**config.mk**
```make
export PLATFORM = sky130hd
export DESIGN_NAME = lru_page_replacement_unit
export DESIGN_NICKNAME = d
export VERILOG_FILES = /design/src/rtl/core/lru_pr_pkg.sv /design/src/rtl/core/lru_pr_cell.sv /design/src/rtl/core/lru_page_replacement_unit.sv
export SDC_FILE = /design/constraint.sdc
export NUM_CORES = 2
export LEC_CHECK = 0
export BUFFER_PORTS_ARGS = -buffer_cell sky130_fd_sc_hd__buf_2
export CORE_ASPECT_RATIO = 1.5
export CORE_MARGIN = 8
export CORE_UTILIZATION = 55
export DETAILED_ROUTE_END_ITERATION = 6
export PLACE_DENSITY = 0.72
export SLEW_MARGIN = 10
export SYNTH_ARGS = -nofsm -noshare
export SYNTH_HDL_FRONTEND = slang
export SYNTH_SLANG_ARGS = --single-unit
```
**constraint.sdc**
```tcl
create_clock -name clk -period 10.8 [get_ports clk]
set_input_delay 0.54 -clock clk [delete_from_list [all_inputs] [get_ports clk]]
set_output_delay 0.54 -clock clk [all_outputs]
set_load 0.05 [all_outputs]
```
**src/rtl/core/lru_pr_pkg.sv**
```systemverilog
`timescale 1ns / 1ps

package lru_pr_pkg;

  localparam int unsigned DEF_MAX_ENTRIES = 16;
  localparam int unsigned DEF_PAGE_BITS   = 16;
  localparam int unsigned DEF_AGE_BITS    = 16;

  localparam int unsigned PAGE_PORT_W = 16;
  localparam int unsigned SLOT_PORT_W = 4;
  localparam int unsigned CNT_W       = 32;
  localparam int unsigned CFG_W       = 5;

  localparam logic [CFG_W-1:0] CFG_RESET = 5'd16;

  // flags riding with the probe down the chain
  typedef struct packed {
    logic tok;
    logic found;
    logic best_valid;
  } probe_flags_t;

  typedef enum logic [1:0] {
    ST_IDLE = 2'b01,
    ST_SCAN = 2'b10
  } scan_state_t;

endpackage

```
**src/rtl/core/lru_pr_cell.sv**
```systemverilog
`timescale 1ns / 1ps

module lru_pr_cell
  import lru_pr_pkg::*;
#(
  parameter int unsigned IDX       = 0,
  parameter int unsigned SLOT_W    = 4,
  parameter int unsigned PAGE_BITS = DEF_PAGE_BITS,
  parameter int unsigned AGE_BITS  = DEF_AGE_BITS
) (
  input  logic                 clk,
  input  logic                 rst_n,
  input  logic                 active,
  // probe from the left neighbor
  input  probe_flags_t         flags_i,
  input  logic [PAGE_BITS-1:0] page_i,
  input  logic [SLOT_W-1:0]    slot_i,
  input  logic [AGE_BITS-1:0]  bage_i,
  input  logic [SLOT_W-1:0]    bslot_i,
  input  logic [PAGE_BITS-1:0] bpage_i,
  // probe to the right neighbor
  output probe_flags_t         flags_o,
  output logic [PAGE_BITS-1:0] page_o,
  output logic [SLOT_W-1:0]    slot_o,
  output logic [AGE_BITS-1:0]  bage_o,
  output logic [SLOT_W-1:0]    bslot_o,
  output logic [PAGE_BITS-1:0] bpage_o,
  // broadcast update at the end of the scan
  input  logic                 commit_en,
  input  logic [SLOT_W-1:0]    commit_slot,
  input  logic [PAGE_BITS-1:0] commit_page
);

  localparam logic [SLOT_W-1:0]   MY_SLOT = SLOT_W'(IDX);
  localparam logic [AGE_BITS-1:0] AGE_MAX = '1;
  localparam bit                  FIRST   = (IDX == 0);

  logic [PAGE_BITS-1:0] page_r;
  logic                 valid_r;
  logic [AGE_BITS-1:0]  age_r;
  logic [AGE_BITS-1:0]  age_inc;

  probe_flags_t         flags_r,  flags_nxt;
  logic [PAGE_BITS-1:0] ppage_r;
  logic [SLOT_W-1:0]    slot_r,   slot_nxt;
  logic [AGE_BITS-1:0]  bage_r,   bage_nxt;
  logic [SLOT_W-1:0]    bslot_r,  bslot_nxt;
  logic [PAGE_BITS-1:0] bpage_r,  bpage_nxt;

  logic match, take_over;

  assign age_inc   = (age_r == AGE_MAX) ? age_r : age_r + AGE_BITS'(1);
  assign match     = active && !flags_i.found && valid_r && (page_r == page_i);
  // strict compare keeps the lower index on a tie
  assign take_over = active && (FIRST || (age_inc > bage_i));

  always_comb begin
    flags_nxt  = flags_i;
    slot_nxt   = slot_i;
    bage_nxt   = bage_i;
    bslot_nxt  = bslot_i;
    bpage_nxt  = bpage_i;
    if (match) begin
      flags_nxt.found = 1'b1;
      slot_nxt        = MY_SLOT;
    end
    if (take_over) begin
      bage_nxt             = age_inc;
      bslot_nxt            = MY_SLOT;
      bpage_nxt            = page_r;
      flags_nxt.best_valid = valid_r;
    end
  end

  always_ff @(posedge clk) begin
    if (!rst_n) begin
      flags_r <= '0;
    end else begin
      flags_r <= flags_nxt;
    end
    ppage_r <= page_i;
    slot_r  <= slot_nxt;
    bage_r  <= bage_nxt;
    bslot_r <= bslot_nxt;
    bpage_r <= bpage_nxt;
  end

  // entry state
  always_ff @(posedge clk) begin
    if (!rst_n) begin
      valid_r <= 1'b0;
      age_r   <= '0;
    end else if (commit_en && active) begin
      if (commit_slot == MY_SLOT) begin
        valid_r <= 1'b1;
        age_r   <= '0;
      end else begin
        age_r <= age_inc;
      end
    end
  end

  always_ff @(posedge clk) begin
    if (commit_en && active && (commit_slot == MY_SLOT)) begin
      page_r <= commit_page;
    end
  end

  assign flags_o = flags_r;
  assign page_o  = ppage_r;
  assign slot_o  = slot_r;
  assign bage_o  = bage_r;
  assign bslot_o = bslot_r;
  assign bpage_o = bpage_r;

endmodule

```
**src/rtl/core/lru_page_replacement_unit.sv**
```systemverilog
`timescale 1ns / 1ps

// channel  | ports                                   | direction | beat
// ---------+-----------------------------------------+-----------+----------------------------
// in       | in_valid/in_ready, in_page_number       | sink      | one page reference
// out      | out_valid/out_ready, out_hit, out_slot, | source    | one result per reference
//          | out_evicted_valid/page, out_*_count     |           |
// cfg      | cfg_wr_en, cfg_wr_data                  | sink      | entries in use, no wait
//
// in a beat the probe walks one cell per cycle down the chain, the cells are
// updated as it leaves the last cell, then the result parks in a pending
// register before the output register.
// one reference is in the chain at a time; the next is taken once the pending
// register has drained into the output register.
// out_ready low stalls only the output register; a scan already running finishes.
// rst_n is synchronous: entries empty, ages zero, counters zero, entries in use 16.

module lru_page_replacement_unit
  import lru_pr_pkg::*;
#(
  parameter int unsigned MAX_ENTRIES = DEF_MAX_ENTRIES,
  parameter int unsigned PAGE_BITS   = DEF_PAGE_BITS,
  parameter int unsigned AGE_BITS    = DEF_AGE_BITS
) (
  input  logic                   clk,
  input  logic                   rst_n,
  input  logic                   in_valid,
  output logic                   in_ready,
  input  logic [PAGE_PORT_W-1:0] in_page_number,
  output logic                   out_valid,
  input  logic                   out_ready,
  output logic                   out_hit,
  output logic [SLOT_PORT_W-1:0] out_slot,
  output logic                   out_evicted_valid,
  output logic [PAGE_PORT_W-1:0] out_evicted_page,
  output logic [CNT_W-1:0]       out_fault_count,
  output logic [CNT_W-1:0]       out_request_count,
  input  logic                   cfg_wr_en,
  input  logic [CFG_W-1:0]       cfg_wr_data
);

  localparam int unsigned SLOT_W = (MAX_ENTRIES > 1) ? $clog2(MAX_ENTRIES) : 1;

  // configuration
  logic [CFG_W-1:0] cfg_r;

  always_ff @(posedge clk) begin
    if (!rst_n) begin
      cfg_r <= CFG_RESET;
    end else if (cfg_wr_en) begin
      cfg_r <= cfg_wr_data;
    end
  end

  // cell i takes part when i < max(1, count); cells past the top don't exist
  logic [MAX_ENTRIES-1:0] active;

  // probe chain, position 0 is the launch point
  probe_flags_t         ch_flags [0:MAX_ENTRIES];
  logic [PAGE_BITS-1:0] ch_page  [0:MAX_ENTRIES];
  logic [SLOT_W-1:0]    ch_slot  [0:MAX_ENTRIES];
  logic [AGE_BITS-1:0]  ch_bage  [0:MAX_ENTRIES];
  logic [SLOT_W-1:0]    ch_bslot [0:MAX_ENTRIES];
  logic [PAGE_BITS-1:0] ch_bpage [0:MAX_ENTRIES];
  logic [MAX_ENTRIES:0] tok_vec;

  logic                 commit_en;
  logic [SLOT_W-1:0]    commit_slot;
  logic [PAGE_BITS-1:0] commit_page;

  logic        in_acc;
  logic        pend_vld_r;
  scan_state_t state_r, state_nxt;

  assign in_ready = (state_r == ST_IDLE) && !pend_vld_r;
  assign in_acc   = in_valid && in_ready;

  // launch: empty probe carrying the masked page
  always_comb begin
    ch_flags[0]     = '0;
    ch_flags[0].tok = in_acc;
    ch_page[0]      = PAGE_BITS'(in_page_number);
    ch_slot[0]      = '0;
    ch_bage[0]      = '0;
    ch_bslot[0]     = '0;
    ch_bpage[0]     = '0;
  end

  genvar gi;
  generate
    for (gi = 0; gi < MAX_ENTRIES; gi++) begin : g_cell
      if (gi == 0) begin : g_first
        assign active[gi] = 1'b1;
      end else begin : g_rest
        assign active[gi] = ({1'b0, cfg_r} > (CFG_W+1)'(gi));
      end

      lru_pr_cell #(
        .IDX       (gi),
        .SLOT_W    (SLOT_W),
        .PAGE_BITS (PAGE_BITS),
        .AGE_BITS  (AGE_BITS)
      ) u_cell (
        .clk         (clk),
        .rst_n       (rst_n),
        .active      (active[gi]),
        .flags_i     (ch_flags[gi]),
        .page_i      (ch_page[gi]),
        .slot_i      (ch_slot[gi]),
        .bage_i      (ch_bage[gi]),
        .bslot_i     (ch_bslot[gi]),
        .bpage_i     (ch_bpage[gi]),
        .flags_o     (ch_flags[gi+1]),
        .page_o      (ch_page[gi+1]),
        .slot_o      (ch_slot[gi+1]),
        .bage_o      (ch_bage[gi+1]),
        .bslot_o     (ch_bslot[gi+1]),
        .bpage_o     (ch_bpage[gi+1]),
        .commit_en   (commit_en),
        .commit_slot (commit_slot),
        .commit_page (commit_page)
      );
    end

    for (gi = 0; gi <= MAX_ENTRIES; gi++) begin : g_tok
      assign tok_vec[gi] = ch_flags[gi].tok;
    end
  endgenerate

  // probe leaving the last cell decides the update
  assign commit_en   = ch_flags[MAX_ENTRIES].tok;
  assign commit_slot = ch_flags[MAX_ENTRIES].found ? ch_slot[MAX_ENTRIES]
                                                   : ch_bslot[MAX_ENTRIES];
  assign commit_page = ch_page[MAX_ENTRIES];

  logic evict;
  assign evict = !ch_flags[MAX_ENTRIES].found && ch_flags[MAX_ENTRIES].best_valid;

  // sequencer
  always_comb begin
    state_nxt = state_r;
    unique case (state_r)
      ST_IDLE: begin
        if (in_acc) state_nxt = ST_SCAN;
      end
      ST_SCAN: begin
        if (commit_en) state_nxt = ST_IDLE;
      end
      default: state_nxt = ST_IDLE;
    endcase
  end

  always_ff @(posedge clk) begin
    if (!rst_n) begin
      state_r <= ST_IDLE;
    end else begin
      state_r <= state_nxt;
    end
  end

  // running counters
  logic [CNT_W-1:0] fault_cnt_r, fault_cnt_nxt;
  logic [CNT_W-1:0] req_cnt_r,   req_cnt_nxt;

  assign fault_cnt_nxt = ch_flags[MAX_ENTRIES].found ? fault_cnt_r
                                                     : fault_cnt_r + CNT_W'(1);
  assign req_cnt_nxt   = req_cnt_r + CNT_W'(1);

  always_ff @(posedge clk) begin
    if (!rst_n) begin
      fault_cnt_r <= '0;
      req_cnt_r   <= '0;
    end else if (commit_en) begin
      fault_cnt_r <= fault_cnt_nxt;
      req_cnt_r   <= req_cnt_nxt;
    end
  end

  // pending result, then output register
  logic                   pend_hit_r;
  logic [SLOT_PORT_W-1:0] pend_slot_r;
  logic                   pend_ev_vld_r;
  logic [PAGE_PORT_W-1:0] pend_ev_page_r;
  logic [CNT_W-1:0]       pend_fault_r;
  logic [CNT_W-1:0]       pend_req_r;

  logic                   out_valid_r;
  logic                   out_hit_r;
  logic [SLOT_PORT_W-1:0] out_slot_r;
  logic                   out_ev_vld_r;
  logic [PAGE_PORT_W-1:0] out_ev_page_r;
  logic [CNT_W-1:0]       out_fault_r;
  logic [CNT_W-1:0]       out_req_r;

  logic out_load;
  assign out_load = pend_vld_r && (!out_valid_r || out_ready);

  always_ff @(posedge clk) begin
    if (!rst_n) begin
      pend_vld_r <= 1'b0;
    end else if (commit_en) begin
      pend_vld_r <= 1'b1;
    end else if (out_load) begin
      pend_vld_r <= 1'b0;
    end
  end

  always_ff @(posedge clk) begin
    if (commit_en) begin
      pend_hit_r     <= ch_flags[MAX_ENTRIES].found;
      pend_slot_r    <= SLOT_PORT_W'(commit_slot);
      pend_ev_vld_r  <= evict;
      pend_ev_page_r <= evict ? PAGE_PORT_W'(ch_bpage[MAX_ENTRIES]) : '0;
      pend_fault_r   <= fault_cnt_nxt;
      pend_req_r     <= req_cnt_nxt;
    end
  end

  always_ff @(posedge clk) begin
    if (!rst_n) begin
      out_valid_r <= 1'b0;
    end else if (out_load) begin
      out_valid_r <= 1'b1;
    end else if (out_ready) begin
      out_valid_r <= 1'b0;
    end
  end

  always_ff @(posedge clk) begin
    if (out_load) begin
      out_hit_r     <= pend_hit_r;
      out_slot_r    <= pend_slot_r;
      out_ev_vld_r  <= pend_ev_vld_r;
      out_ev_page_r <= pend_ev_page_r;
      out_fault_r   <= pend_fault_r;
      out_req_r     <= pend_req_r;
    end
  end

  assign out_valid         = out_valid_r;
  assign out_hit           = out_hit_r;
  assign out_slot          = out_slot_r;
  assign out_evicted_valid = out_ev_vld_r;
  assign out_evicted_page  = out_ev_page_r;
  assign out_fault_count   = out_fault_r;
  assign out_request_count = out_req_r;

`ifndef SYNTHESIS
  // only one probe in flight along the chain
  a_one_probe: assert property (@(posedge clk) disable iff (!rst_n)
    $onehot0(tok_vec))
    else $error("more than one probe in the cell chain");

  // a launched probe reaches the end of the chain after passing the register in each cell
  a_scan_len: assert property (@(posedge clk) disable iff (!rst_n)
    in_acc |-> ##(MAX_ENTRIES) commit_en)
    else $error("probe did not leave the chain on time");

  // no launch while a probe is still walking
  a_no_launch_busy: assert property (@(posedge clk) disable iff (!rst_n)
    (|tok_vec[MAX_ENTRIES:1]) |-> !in_ready)
    else $error("input taken during a scan");

  // a finished scan always lands in the pending register
  a_commit_pend: assert property (@(posedge clk) disable iff (!rst_n)
    commit_en |=> pend_vld_r)
    else $error("scan result lost");

  // pending never drained into a full, stalled output
  a_no_overwrite: assert property (@(posedge clk) disable iff (!rst_n)
    (out_valid_r && !out_ready && pend_vld_r) |=> pend_vld_r)
    else $error("pending result dropped while output stalled");
`endif

endmodule

```
==> results.sh <==
export IMPL_cp_start_kind="flop"
export IMPL_postCtsSetupRepairBufs=0
export IMPL_grt_max_degree=87
export IMPL_synth_area_per_cell_sq_um=11.09
export IMPL_syn_inst=5936
export IMPL_synthArstFlopShare_pct=0
export IMPL_insertion_delay_ns=0.79
export IMPL_fin_nets=6372
export IMPL_ios=114
export IMPL_grtUsageTotal_pct=21.72
export IMPL_violations="design-rule violations"
export IMPL_drv_slew=0
export IMPL_synth_edf_count=428
export IMPL_cts_resized=0
export IMPL_synth_seq_cells=1671
export IMPL_grt_pass1_wl_um=228700
export IMPL_yosysUniqueCellTypes=85
export IMPL_die_h_um=439.8
export IMPL_multi_input_area_sq_um=26020
export IMPL_outcome="complete, but fails checks"
export IMPL_grt_pass1_vias=43300
export IMPL_p_leak_nw=28.42
export IMPL_r2r_end="g_cell[9].u_cell.bpage_o[12]$_DFF_P_"
export IMPL_wl_per_cell_um=18.68
export IMPL_wl_um=145400
export IMPL_placed_area_sq_um=68130
export IMPL_detail_route_antenna_nets=0
export IMPL_vias=42510
export IMPL_firstDrtPassIters=7
export IMPL_critPathMaxFanout=49
export IMPL_synthToLayoutAreaGrowth_pct=11.44
export IMPL_achievable_frequency_mhz=207.5
export IMPL_hold_depth=4
export IMPL_maxCapViolations=0
export IMPL_numCtsBuffers=151
export IMPL_setup_viol=0
export IMPL_core_rowCount=155
export IMPL_cts_root_buf="clkbuf_16"
export IMPL_layout_min_cycle_time_ns=4.819
export IMPL_holdBufCountCts=22
export IMPL_final_setup_tns_ns=0
export IMPL_crit_required_ns=11.47
export IMPL_setup_ws_ns=5.981
export IMPL_hold_viol=0
export IMPL_pre_cts_slack_ns=5.633
export IMPL_clock_skew_ns=0.03551
export IMPL_r2r_slack_ns=5.98
export IMPL_dieArea_sq_um=131300
export IMPL_clk_pin_slew_ns=0.07
export IMPL_min_to="out_valid$_SDFFE_PN0P_"
export IMPL_worst_pin_slew_ns=1.129
export IMPL_antenna_found_initial=0
export IMPL_die_x_um=298.5
export IMPL_gr_total_overflow=0
export IMPL_syn_area_sq_um=65850
export IMPL_power_density_nw_per_um2=186.5
export IMPL_holdWs_ns=0.1010
export IMPL_cts_tree="built"
export IMPL_seq_area_sq_um=37740
export IMPL_drive_above_1_share_pct=13.34
export IMPL_timing_slew_headroom_pct=24.72
export IMPL_r2r_start="g_cell[9].u_cell.age_r[0]$_SDFFE_PN0P_"
export IMPL_place_gp_congestion=0.9071
export IMPL_end_kind="flop"
export IMPL_nFillCells=9375
export IMPL_syn_nets=6220
export IMPL_min_from="out_ready"
export IMPL_drc_errors=14
export IMPL_coreArea_sq_um=118900
export IMPL_seq_area_frac_synth_pct=57.31
export IMPL_post_route_cell_area_sq_um=73380
export IMPL_r2r_cells=12
export IMPL_diodes=0
export IMPL_clockBufferDepth=3
export IMPL_synth_warnings=0
export IMPL_cp_arrival_ns=5.49
export IMPL_drt_iter0_markers=2063
export IMPL_clock_sinks=1671
export IMPL_critPathKind="flop to flop"
export IMPL_hpwl_um=107800
export IMPL_rsz0062_at_grt="false"
export IMPL_start_util_pct=55.39
export IMPL_finalCritPeriodShare_pct=44.62
export IMPL_htreeDepth=4
export IMPL_synth_flop_cell="dfxtp_1"
export IMPL_hold_path_class="input pin to flop"
export IMPL_io_buffers=113
export IMPL_viasPerCell=5.461
export IMPL_max_vdd_ir_drop_mv=0.1782
[registers in the layout, summed over array words and instances, names as in the netlist, 16 cells and up]
| register | count |
|---|---|
| fault_cnt_r | 32 |
| g_cell.u_cell.age_r | 256 |
| g_cell.u_cell.bage_o | 240 |
| g_cell.u_cell.bpage_o | 256 |
| g_cell.u_cell.bslot_o | 49 |
| g_cell.u_cell.flags_o | 48 |
| g_cell.u_cell.page_o | 256 |
| g_cell.u_cell.page_r | 256 |
| g_cell.u_cell.slot_o | 49 |
| g_cell.u_cell.valid_r | 16 |
| out_evicted_page | 16 |
| out_fault_count | 32 |
| out_request_count | 32 |
| pend_ev_page_r | 16 |
| pend_fault_r | 32 |
| pend_req_r | 32 |
| req_cnt_r | 32 |
[stage by stage]
stage / power [mW] / utilization [%] / instances
finish: 13.68 / 61.73 / 7784
global route: 14.19 / 61.73 / 7784
CTS: 13.80 / 61.72 / 7784
detailed placement: 8.433 / 57.31 / 7483
global placement: 8.401 / 57.31 / 7483
floorplan: 8.000 / - / 5936
[worst max-delay path: stages, from the launching register on]
cell and delay, ns:
dfxtp_1 0.42, ha_1 0.25, nand4_1 0.29, nor3_2 0.75
or3_1 0.22, xor2_1 0.26, inv_1 0.08, ha_1 0.30
nand4_1 0.13, nor4_1 0.36, a21boi_0 0.24, o31a_2 0.93
mux2_2 0.43
[placed cells by master, fill, tap and decap left out, types with 14 or more instances in the layout]
master / synthesis / routed
dfxtp_1: 1243 / 1242
nand2_1: 434 / 434
edfxtp_1: 428 / 428
inv_1: 385 / 385
nor2_1: 338 / 338
mux2_2: 330 / 330
xnor2_1: 286 / 286
o21ai_0: 267 / 267
ha_1: 258 / 258
a21oi_1: 252 / 252
xor2_1: 237 / 237
nand3_1: 199 / 199
nand4_1: 157 / 157
clkbuf_16: 0 / 153
buf_2: 64 / 112
and2_1: 80 / 80
nor4_1: 64 / 64
nand2b_1: 60 / 60
nor3_1: 60 / 55
and3_1: 53 / 53
nor2b_1: 54 / 53
or2_2: 52 / 52
buf_4: 2 / 52
a22o_1: 51 / 51
mux2i_1: 51 / 51
a31oi_1: 42 / 39
clkbuf_1: 113 / 38
a22oi_1: 36 / 36
o21a_1: 32 / 32
clkinv_2: 0 / 32
and4_1: 29 / 29
a21o_1: 25 / 25
or3_1: 24 / 24
dlygate4sd3_1: 0 / 22
nand3b_1: 14 / 14
a2bb2oi_1: 14 / 14
a32o_1: 14 / 14
[synth_stat cells (all sizes together) (74+ instances only)]
master     n  share of area (%)
dfxtp   1243                 38
nand2    435                2.5
edfxtp   428                 20
inv      385                2.2
nor2     338                1.9
mux2     330                5.6
xnor2    286                3.8
o21ai    268                2.0
ha       258                4.9
a21oi    254                1.9
xor2     237                3.2
nand3    201                1.5
nand4    159                1.5
clkbuf   113               0.64
and2      82               0.78
buf       74               0.57
[worst max-delay path by stage]
stage | slack (ns) | to | startpoint | cells after the start
after global routing | 5.69 | g_cell[9].u_cell.bpage_o[12]$_DFF_P_ | g_cell[9].u_cell.age_r[0]$_SDFFE_PN0P_ | 12
after floorplan | 5.74 | out_evicted_page[0]$_DFFE_PP_ | out_valid$_SDFFE_PN0P_ | 2
after detailed placement | 5.63 | g_cell[9].u_cell.bpage_o[1]$_DFF_P_ | g_cell[9].u_cell.age_r[0]$_SDFFE_PN0P_ | 12
after global placement | 5.72 | g_cell[9].u_cell.bpage_o[1]$_DFF_P_ | g_cell[9].u_cell.age_r[0]$_SDFFE_PN0P_ | 12
final | 5.98 | g_cell[9].u_cell.bpage_o[12]$_DFF_P_ | g_cell[9].u_cell.age_r[0]$_SDFFE_PN0P_ | 12
after CTS | 5.60 | g_cell[9].u_cell.bpage_o[12]$_DFF_P_ | g_cell[9].u_cell.age_r[0]$_SDFFE_PN0P_ | 12
[cells by family (layout without fill, tap and decap cells)]
family                     count (synthesis)  in the layout  synth area share [%]
adders and majority gates                258            258                 4.902
AOI/OAI and AO/OA                        849            849                 7.990
DFF                                     1671           1671                 57.31
buffers and inverters                    573            851                 3.411
and+or+nand+nor                         1681           1681                 13.01
muxes                                    381            381                 6.419
xor gates and xnor gates                 523            523                 6.957
[final cells by class]
cell class                 instances  share of cell area, %
timing repair buffer             186                  1.596
multi-input combinational       3692                  35.46
sequential                      1671                  51.43
tap                             1570                  2.677
clock buffer                     203                  5.637
clock inverter                    76                  1.217
inverter                         386                  1.981
[power by group]
part	total, mW	internal, mW	switching (mW)
Sequential	6.99	6.81	0.180
Clock	5.37	3.00	2.37
Combinational	1.32	0.583	0.742
Total	13.7	10.4	3.29
[layer usage]
layer / GRT usage, % / up-vias / part of all wire [%]
li1: - / 21030 / -
met1: 21.94 / 20180 / 37
met2: 41.33 / 884 / 53
met3: 3.466 / 411 / 3.4
met4: 13.33 / 0 / 6.5
met5: 0 / - / 0
No activity file was read; power rests on OpenSTA's default activity.
